--- src/rtl/core/stok_pkg.sv ---
// Shared types, token codes and keyword constants for the source tokenizer.
// No dependencies; every other file of the block imports this package.
`timescale 1ns / 1ps
`default_nettype none

package stok_pkg;

  // Identifier buffer depth in characters (valid range 6..8).
  localparam int unsigned MAX_IDENT_CHARS = 8;

  // Scan modes.
  localparam logic [1:0] MODE_IDLE   = 2'd0;
  localparam logic [1:0] MODE_IDENT  = 2'd1;
  localparam logic [1:0] MODE_NUMBER = 2'd2;

  // Token kinds.
  localparam logic [4:0] KIND_END    = 5'd0;
  localparam logic [4:0] KIND_IDENT  = 5'd1;
  localparam logic [4:0] KIND_NUMBER = 5'd2;
  localparam logic [4:0] KIND_FN     = 5'd3;
  localparam logic [4:0] KIND_LET    = 5'd4;
  localparam logic [4:0] KIND_IF     = 5'd5;
  localparam logic [4:0] KIND_ELSE   = 5'd6;
  localparam logic [4:0] KIND_WHILE  = 5'd7;
  localparam logic [4:0] KIND_RETURN = 5'd8;
  localparam logic [4:0] KIND_PRINT  = 5'd9;
  localparam logic [4:0] KIND_LPAREN = 5'd10;
  localparam logic [4:0] KIND_RPAREN = 5'd11;
  localparam logic [4:0] KIND_LBRACE = 5'd12;
  localparam logic [4:0] KIND_RBRACE = 5'd13;
  localparam logic [4:0] KIND_SEMI   = 5'd14;
  localparam logic [4:0] KIND_ASSIGN = 5'd15;
  localparam logic [4:0] KIND_PLUS   = 5'd16;

  // Keywords packed with the first character in the low byte.
  localparam logic [63:0] KW_FN     = 64'h0000_0000_0000_6E66;
  localparam logic [63:0] KW_LET    = 64'h0000_0000_0074_656C;
  localparam logic [63:0] KW_IF     = 64'h0000_0000_0000_6669;
  localparam logic [63:0] KW_ELSE   = 64'h0000_0000_6573_6C65;
  localparam logic [63:0] KW_WHILE  = 64'h0000_0065_6C69_6877;
  localparam logic [63:0] KW_RETURN = 64'h0000_6E72_7574_6572;
  localparam logic [63:0] KW_PRINT  = 64'h0000_0074_6E69_7270;

  typedef struct packed {
    logic [4:0]  token_kind;
    logic [31:0] number_value;
    logic [63:0] ident_text;
    logic [3:0]  ident_length;
    logic        last_of_run;
  } token_t;

  typedef struct packed {
    logic [1:0]  mode;
    logic [63:0] text;
    logic [3:0]  count;
    logic [31:0] acc;
  } scan_state_t;

  typedef struct packed {
    scan_state_t state;
    logic [1:0]  num_tokens;
    token_t      tok0;
    token_t      tok1;
  } lex_out_t;

  // Maps a finished word to its keyword kind, or to a plain identifier.
  function automatic logic [4:0] classify_word(input logic [63:0] text,
                                               input logic [3:0] len);
    logic [4:0] kind;
    kind = KIND_IDENT;
    if (len == 4'd2 && text == KW_FN)          kind = KIND_FN;
    else if (len == 4'd3 && text == KW_LET)    kind = KIND_LET;
    else if (len == 4'd2 && text == KW_IF)     kind = KIND_IF;
    else if (len == 4'd4 && text == KW_ELSE)   kind = KIND_ELSE;
    else if (len == 4'd5 && text == KW_WHILE)  kind = KIND_WHILE;
    else if (len == 4'd6 && text == KW_RETURN) kind = KIND_RETURN;
    else if (len == 4'd5 && text == KW_PRINT)  kind = KIND_PRINT;
    return kind;
  endfunction

endpackage

`default_nettype wire

--- src/rtl/core/source_tokenizer.sv ---
// Top level of the source tokenizer: token state registers and result queue.
// Depends on stok_pkg and stok_lex.
`timescale 1ns / 1ps
`default_nettype none

// The tokenizer takes one source byte per item and turns the byte stream into
// tokens: identifiers and keywords (up to MAX_IDENT_CHARS characters, longer
// names are split), unsigned decimal numbers wrapping modulo 2^32, seven
// punctuation codes, and an end token for NUL or any unknown byte. A byte is
// classified and the scan state updated in the same cycle it is accepted, so
// the input side takes one byte per cycle while in_ready is high. Tokens leave
// through a three-entry result queue, one token per cycle on the result port
// while out_ready is high. A byte that closes a pending token and also forms a
// token of its own yields two tokens, both of which go out on the result port;
// the result port is what limits the sustained rate, which is one byte per
// cycle as long as each byte yields at most one token and out_ready stays high.
// in_ready depends only on the queue fill (at most one token waiting), never
// combinationally on out_ready. last_of_run marks the final token caused by a
// byte. After reset the scan state is idle and no token is pending.

module source_tokenizer (
  input  wire logic        clk,
  input  wire logic        rst_n,
  input  wire logic        in_valid,
  output logic             in_ready,
  input  wire logic [7:0]  in_char_byte,
  output logic             out_valid,
  input  wire logic        out_ready,
  output logic [4:0]       out_token_kind,
  output logic [31:0]      out_number_value,
  output logic [63:0]      out_ident_text,
  output logic [3:0]       out_ident_length,
  output logic             out_last_of_run
);
  import stok_pkg::*;

  localparam int unsigned QDEPTH = 3;

  scan_state_t state_r, state_nxt;
  lex_out_t    lex;
  token_t      queue_r   [QDEPTH];
  token_t      queue_nxt [QDEPTH];
  logic [1:0]  count_r, count_nxt;
  logic        accept, pop;
  logic [1:0]  base;
  logic [1:0]  pushes;

  stok_lex u_lex (
    .char_byte (in_char_byte),
    .cur       (state_r),
    .res       (lex)
  );

  // Room for two tokens is needed before a byte is taken.
  assign in_ready  = count_r <= 2'd1;
  assign out_valid = count_r != 2'd0;
  assign accept    = in_valid && in_ready;
  assign pop       = out_valid && out_ready;
  assign pushes    = accept ? lex.num_tokens : 2'd0;
  assign base      = count_r - 2'(pop);

  assign state_nxt = accept ? lex.state : state_r;
  assign count_nxt = count_r - 2'(pop) + pushes;

  // Shift queue: the head sits in entry 0, new tokens land behind the tail.
  always_comb begin
    for (int i = 0; i < QDEPTH; i++) begin
      if (pop && i < QDEPTH - 1) begin
        queue_nxt[i] = queue_r[i + 1];
      end else begin
        queue_nxt[i] = queue_r[i];
      end
      if (pushes != 2'd0 && 2'(i) == base) begin
        queue_nxt[i] = lex.tok0;
      end
      if (pushes == 2'd2 && 2'(i) == base + 2'd1) begin
        queue_nxt[i] = lex.tok1;
      end
    end
  end

  always_ff @(posedge clk) begin
    if (!rst_n) begin
      state_r <= '0;
      count_r <= '0;
    end else begin
      state_r <= state_nxt;
      count_r <= count_nxt;
    end
  end

  always_ff @(posedge clk) begin
    for (int i = 0; i < QDEPTH; i++) begin
      queue_r[i] <= queue_nxt[i];
    end
  end

  assign out_token_kind   = queue_r[0].token_kind;
  assign out_number_value = queue_r[0].number_value;
  assign out_ident_text   = queue_r[0].ident_text;
  assign out_ident_length = queue_r[0].ident_length;
  assign out_last_of_run  = queue_r[0].last_of_run;

endmodule

`default_nettype wire

--- src/rtl/core/stok_lex.sv ---
// Combinational scan step: classifies one byte, updates the token state and
// forms up to two tokens. Depends on stok_pkg.
`timescale 1ns / 1ps
`default_nettype none

module stok_lex (
  input  wire logic [7:0]           char_byte,
  input  wire stok_pkg::scan_state_t cur,
  output stok_pkg::lex_out_t        res
);
  import stok_pkg::*;

  logic        is_letter, is_digit, is_space;
  logic [3:0]  digit_val;
  logic [63:0] added_text;
  logic [3:0]  added_count;
  logic        pend_emit;
  token_t      pend_tok;
  scan_state_t mid;
  scan_state_t after;
  logic        start_phase;
  logic        st_emit;
  logic [4:0]  punct_kind;
  token_t      st_tok;

  assign is_letter = (char_byte >= 8'h61 && char_byte <= 8'h7A) ||
                     (char_byte >= 8'h41 && char_byte <= 8'h5A) ||
                     char_byte == 8'h5F;
  assign is_digit  = char_byte >= 8'h30 && char_byte <= 8'h39;
  assign is_space  = char_byte == 8'h20 || (char_byte >= 8'h09 && char_byte <= 8'h0D);
  assign digit_val = 4'(char_byte - 8'h30);

  assign added_text  = cur.text | (64'(char_byte) << {cur.count[2:0], 3'b000});
  assign added_count = cur.count + 4'd1;

  always_comb begin
    unique case (char_byte)
      8'h28:   punct_kind = KIND_LPAREN;
      8'h29:   punct_kind = KIND_RPAREN;
      8'h7B:   punct_kind = KIND_LBRACE;
      8'h7D:   punct_kind = KIND_RBRACE;
      8'h3B:   punct_kind = KIND_SEMI;
      8'h3D:   punct_kind = KIND_ASSIGN;
      8'h2B:   punct_kind = KIND_PLUS;
      default: punct_kind = KIND_END;
    endcase
  end

  // First phase: continue or close the pending token.
  always_comb begin
    pend_emit   = 1'b0;
    pend_tok    = '0;
    mid         = cur;
    start_phase = 1'b1;
    unique case (cur.mode)
      MODE_IDENT: begin
        if (is_letter || is_digit) begin
          start_phase = 1'b0;
          if (added_count >= 4'(MAX_IDENT_CHARS)) begin
            // Buffer full: the word goes out now.
            pend_emit             = 1'b1;
            pend_tok.token_kind   = classify_word(added_text, added_count);
            pend_tok.ident_text   = added_text;
            pend_tok.ident_length = added_count;
            mid.mode              = MODE_IDLE;
            mid.text              = '0;
            mid.count             = '0;
          end else begin
            mid.text  = added_text;
            mid.count = added_count;
          end
        end else begin
          pend_emit             = 1'b1;
          pend_tok.token_kind   = classify_word(cur.text, cur.count);
          pend_tok.ident_text   = cur.text;
          pend_tok.ident_length = cur.count;
          mid.mode              = MODE_IDLE;
          mid.text              = '0;
          mid.count             = '0;
        end
      end
      MODE_NUMBER: begin
        if (is_digit) begin
          start_phase = 1'b0;
          mid.acc     = (cur.acc << 3) + (cur.acc << 1) + 32'(digit_val);
        end else begin
          pend_emit             = 1'b1;
          pend_tok.token_kind   = KIND_NUMBER;
          pend_tok.number_value = cur.acc;
          mid.mode              = MODE_IDLE;
          mid.acc               = '0;
        end
      end
      default: begin
        mid.mode = MODE_IDLE;
      end
    endcase
  end

  // Second phase: the byte starts a new token.
  always_comb begin
    after   = mid;
    st_emit = 1'b0;
    st_tok  = '0;
    if (start_phase) begin
      priority if (is_space) begin
        after = mid;
      end else if (is_letter) begin
        after.mode  = MODE_IDENT;
        after.text  = 64'(char_byte);
        after.count = 4'd1;
      end else if (is_digit) begin
        after.mode = MODE_NUMBER;
        after.acc  = 32'(digit_val);
      end else begin
        st_emit           = 1'b1;
        st_tok.token_kind = punct_kind;
      end
    end
  end

  always_comb begin
    res.state      = after;
    res.num_tokens = 2'(pend_emit) + 2'(st_emit);
    res.tok0       = pend_emit ? pend_tok : st_tok;
    res.tok1       = st_tok;
    res.tok0.last_of_run = !(pend_emit && st_emit);
    res.tok1.last_of_run = 1'b1;
  end

endmodule

`default_nettype wire

--- config.mk ---
export PLATFORM = sky130hd
export DESIGN_NAME = source_tokenizer
export DESIGN_NICKNAME = d
export VERILOG_FILES = /design/src/rtl/core/stok_pkg.sv /design/src/rtl/core/source_tokenizer.sv /design/src/rtl/core/stok_lex.sv
export SDC_FILE = /design/constraint.sdc
export NUM_CORES = 1
export LEC_CHECK = 0
export BUFFER_PORTS_ARGS = -buffer_cell sky130_fd_sc_hd__buf_4
export CAP_MARGIN = 15
export CORE_MARGIN = 2
export CORE_UTILIZATION = 55
export CTS_CLUSTER_DIAMETER = 120
export DETAILED_ROUTE_END_ITERATION = 8
export GPL_ROUTABILITY_DRIVEN = 1
export GPL_TIMING_DRIVEN = 0
export PLACE_DENSITY = 0.72
export SYNTH_ARGS = -nofsm -noshare
export SYNTH_HDL_FRONTEND = slang
export SYNTH_HIERARCHICAL = 1
export SYNTH_SLANG_ARGS = --single-unit
--- constraint.sdc ---
create_clock -name clk -period 14.5 [get_ports clk]
set_input_delay 1.45 -clock clk [delete_from_list [all_inputs] [get_ports clk]]
set_output_delay 1.45 -clock clk [all_outputs]
set_load 0.1 [all_outputs]
==> impl_results.md <==
- Setup TNS: 0 ps
- Clock Skews: 19.4 ps
- CP arrival: 6720 ps
- Crit share post-route: 44.5%
- Commonest non-fill, non-tap cell in the layout: buf_4
- Final core occ: 63.1%
- Routed WL per cell: 24.5 um
- Total die area: 53600 um^2
- Post-layout net count: 3495
- Tmin final: 6460 ps
- Reg2reg end: queue_r[0][158]
- Power density cells: 176 nW/um^2
- Area Overhead vs Synth: 13.6%
- Clk pin slew, worst setup/hold paths: 60 ps
- Fillers: 4323
- Vias in the first global route: 26069
- DR DRC count: 0
- Setup violators final: 0
- Post-synth cell types: 86
- Placer Congestion: 1.00
- Worst setup EP type: register
- Syn Std Cell Area: 28500 um^2
- Post-synth top area cell: edfxtp_1
- Slew @ Worst Pin: 1260 ps
- Resized Gates After CTS: 0
- Cell Rows: 83
- Gate count of the mapped netlist: 3135
- Share of cells above drive strength 1: 18.0%
- Antenna-violating nets left: 0
- Final Slew Violations: 0
- GRT Total Usage: 36.9%
- Leakage: 11.8 nW
- Post-Place Cell Area: 30800 um^2
- Mapped Avg Cell Area: 9.08 um^2
- Setup Buffers After CTS: 0
- Register area share after synthesis: 40.9%
- VDD IR max: 135 uV
- Slew Limit Headroom: 15.2%
- Clock sinks: 422
- Vias/cell: 6.58
- Detail Placement HPWL: 71500 um
- Hold Violations, Final: 0
- Non-filler instance count after layout: 4134
- Yosys top cell area share: 33.6%
- Clk Latency, worst-skew pair: 610 ps
- Worst endpoint required time: 14770 ps
- Overall Power: 5.68 mW
- CP Max Fanout: 55
- Ys Warns: 6
- R2R Setup Slk: 8810 ps
- Hold path depth: 2
- CTS Hold Bufs: 0
- Outcome: finished clean
- Fmax achieved: 155 MHz
- Core area: 51200 um^2
- Final wirelength: 101000 um
- R2R depth: 15
- Initial antenna violation count: 1
- H-tree depth: 2
- CTS tree: built
- Number of I/O port buffers: 116
- Initial drt markers: 3186
- Largest net degree at the start of global routing: 56
- CTS Root Cell: clkbuf_16
- Synth top area cells: edfxtp_1 (34%), dfxtp_1 (7.3%), o31ai_1 (5.7%), buf_4 (5.5%), nand4_1 (5.0%)
- Grt ovf: 0
- Worst Hold End: state_r[47]
- Crit path kind: in -> reg
- Die X-Extent: 231 um
- Type of the worst min-delay path: reg -> reg
- Initial Util: 55.6%
- RSZ-0062 raised after global routing: no
- Io pins: 120
- Die H: 231 um
- DR pass1 iterations: 8
- First-pass GRT wire length: 153000 um
- Number of CTS-inserted buffers: 48
- Most used DFF post-synth: edfxtp_1
- Max cap viols: 0
- DP Cell Count: 4042
- Worst flop-to-flop path startpoint: state_r[101]
- Design area: 32300 um^2
- Vias: 27195
- Flops & latches, synth: 422
- Number of synthesized flops with an enable pin: 318
- Ys async rst share: 0%
- Startpoint Class: input pin
- Clock Path Buffers: 3
- Hold path startpoint: state_r[47]
- Most frequent cells in the layout: buf_4 (327), edfxtp_1 (318), nand2_1 (263)
critical path, stage by stage:
cell and delay, ps:
buf_4 150, or3_1 440, o32a_1 240, a32oi_4 410, nor2_2 210, a21oi_4 470
a21boi_2 260, inv_1 120, ha_1 290, or2_2 160, clkbuf_2 180, buf_2 490
clkbuf_1 490, nand3_1 210, nand3_4 700, buf_16 350
worst max path at each step:
| stage | startpoint | endpoint |
|---|---|---|
| 6_report | in_char_byte[1] | queue_r[0][158] |
| 2_1_floorplan | in_char_byte[0] | queue_r[0][0] |
| 5_1_grt | in_char_byte[1] | queue_r[0][159] |
| 3_3_place_gp | in_char_byte[1] | queue_r[0][55] |
| 3_5_place_dp | in_char_byte[1] | queue_r[0][158] |
| 4_1_cts | in_char_byte[1] | queue_r[0][158] |
metrics by stage:
stage,setup slack [ps],hold slack [ps]
2_1_floorplan,2220,440
3_3_place_gp,-2860,450
3_5_place_dp,7670,459
4_1_cts,8300,468
5_1_grt,8000,509
6_report,8040,465
area by class of cell:
type                    count  area (um^2)  area share [%]
well taps                 680          851            2.63
clock buffers              56         1280            3.97
multi-input cells        2240        14200            43.8
clock inverters            34          220           0.681
flip-flops and latches    422        11600            36.0
diodes                      1         2.50         0.00774
plain buffers             546         2980            9.23
inverters                  26         97.6           0.302
repair buffers            129         1100            3.40
cell usage after synthesis (all sizes together) (104+ instances only):
cell and instances:
buf 313, clkbuf 233, dfxtp 104, edfxtp 318, a21oi 174, nand2 264, o31ai 217, nand4 228
mux2 107, a21boi 105, nor3 230, nor2 163, a31oi 225
per-layer routing:
layer | share of wire (%) | wire length, um | up-vias | GRT usage [%]
li1 | - | - | 12217 | -
met1 | 38 | 38200 | 12947 | 46.1
met2 | 46 | 46900 | 1694 | 59.7
met3 | 9.9 | 10100 | 337 | 7.14
met4 | 5.9 | 6010 | 0 | 20.8
met5 | 0 | 0 | - | 0
sequential cells by signal, summed over array words and instances (netlist names):
signal   flops
state_r    102
queue_r    318
count_r      2
power breakdown:
group          internal [mW]  total, mW  switching [mW]  leakage, nW
clock                  0.667       1.20           0.530        0.747
sequential              1.66       1.72          0.0669         3.90
combinational          0.614       2.76            2.15         7.12
total                   2.94       5.68            2.75         11.8
cell families (layout without fill, tap and decap cells):
logic type / after synthesis / count (layout) / synth area share [%]
AND/OR/NAND/NOR: 1075 / 1075 / 19.2
flip-flops: 422 / 422 / 40.9
multiplexers: 107 / 107 / 4.76
buffers and inverters: 572 / 791 / 10.8
AO/OA/AOI/OAI: 855 / 855 / 20.2
XOR/XNOR: 32 / 32 / 0.985
adder cells (fa/ha/maj): 70 / 70 / 3.13
other: 2 / 102 / 0.0264
Power figures use the tool's default switching activity.
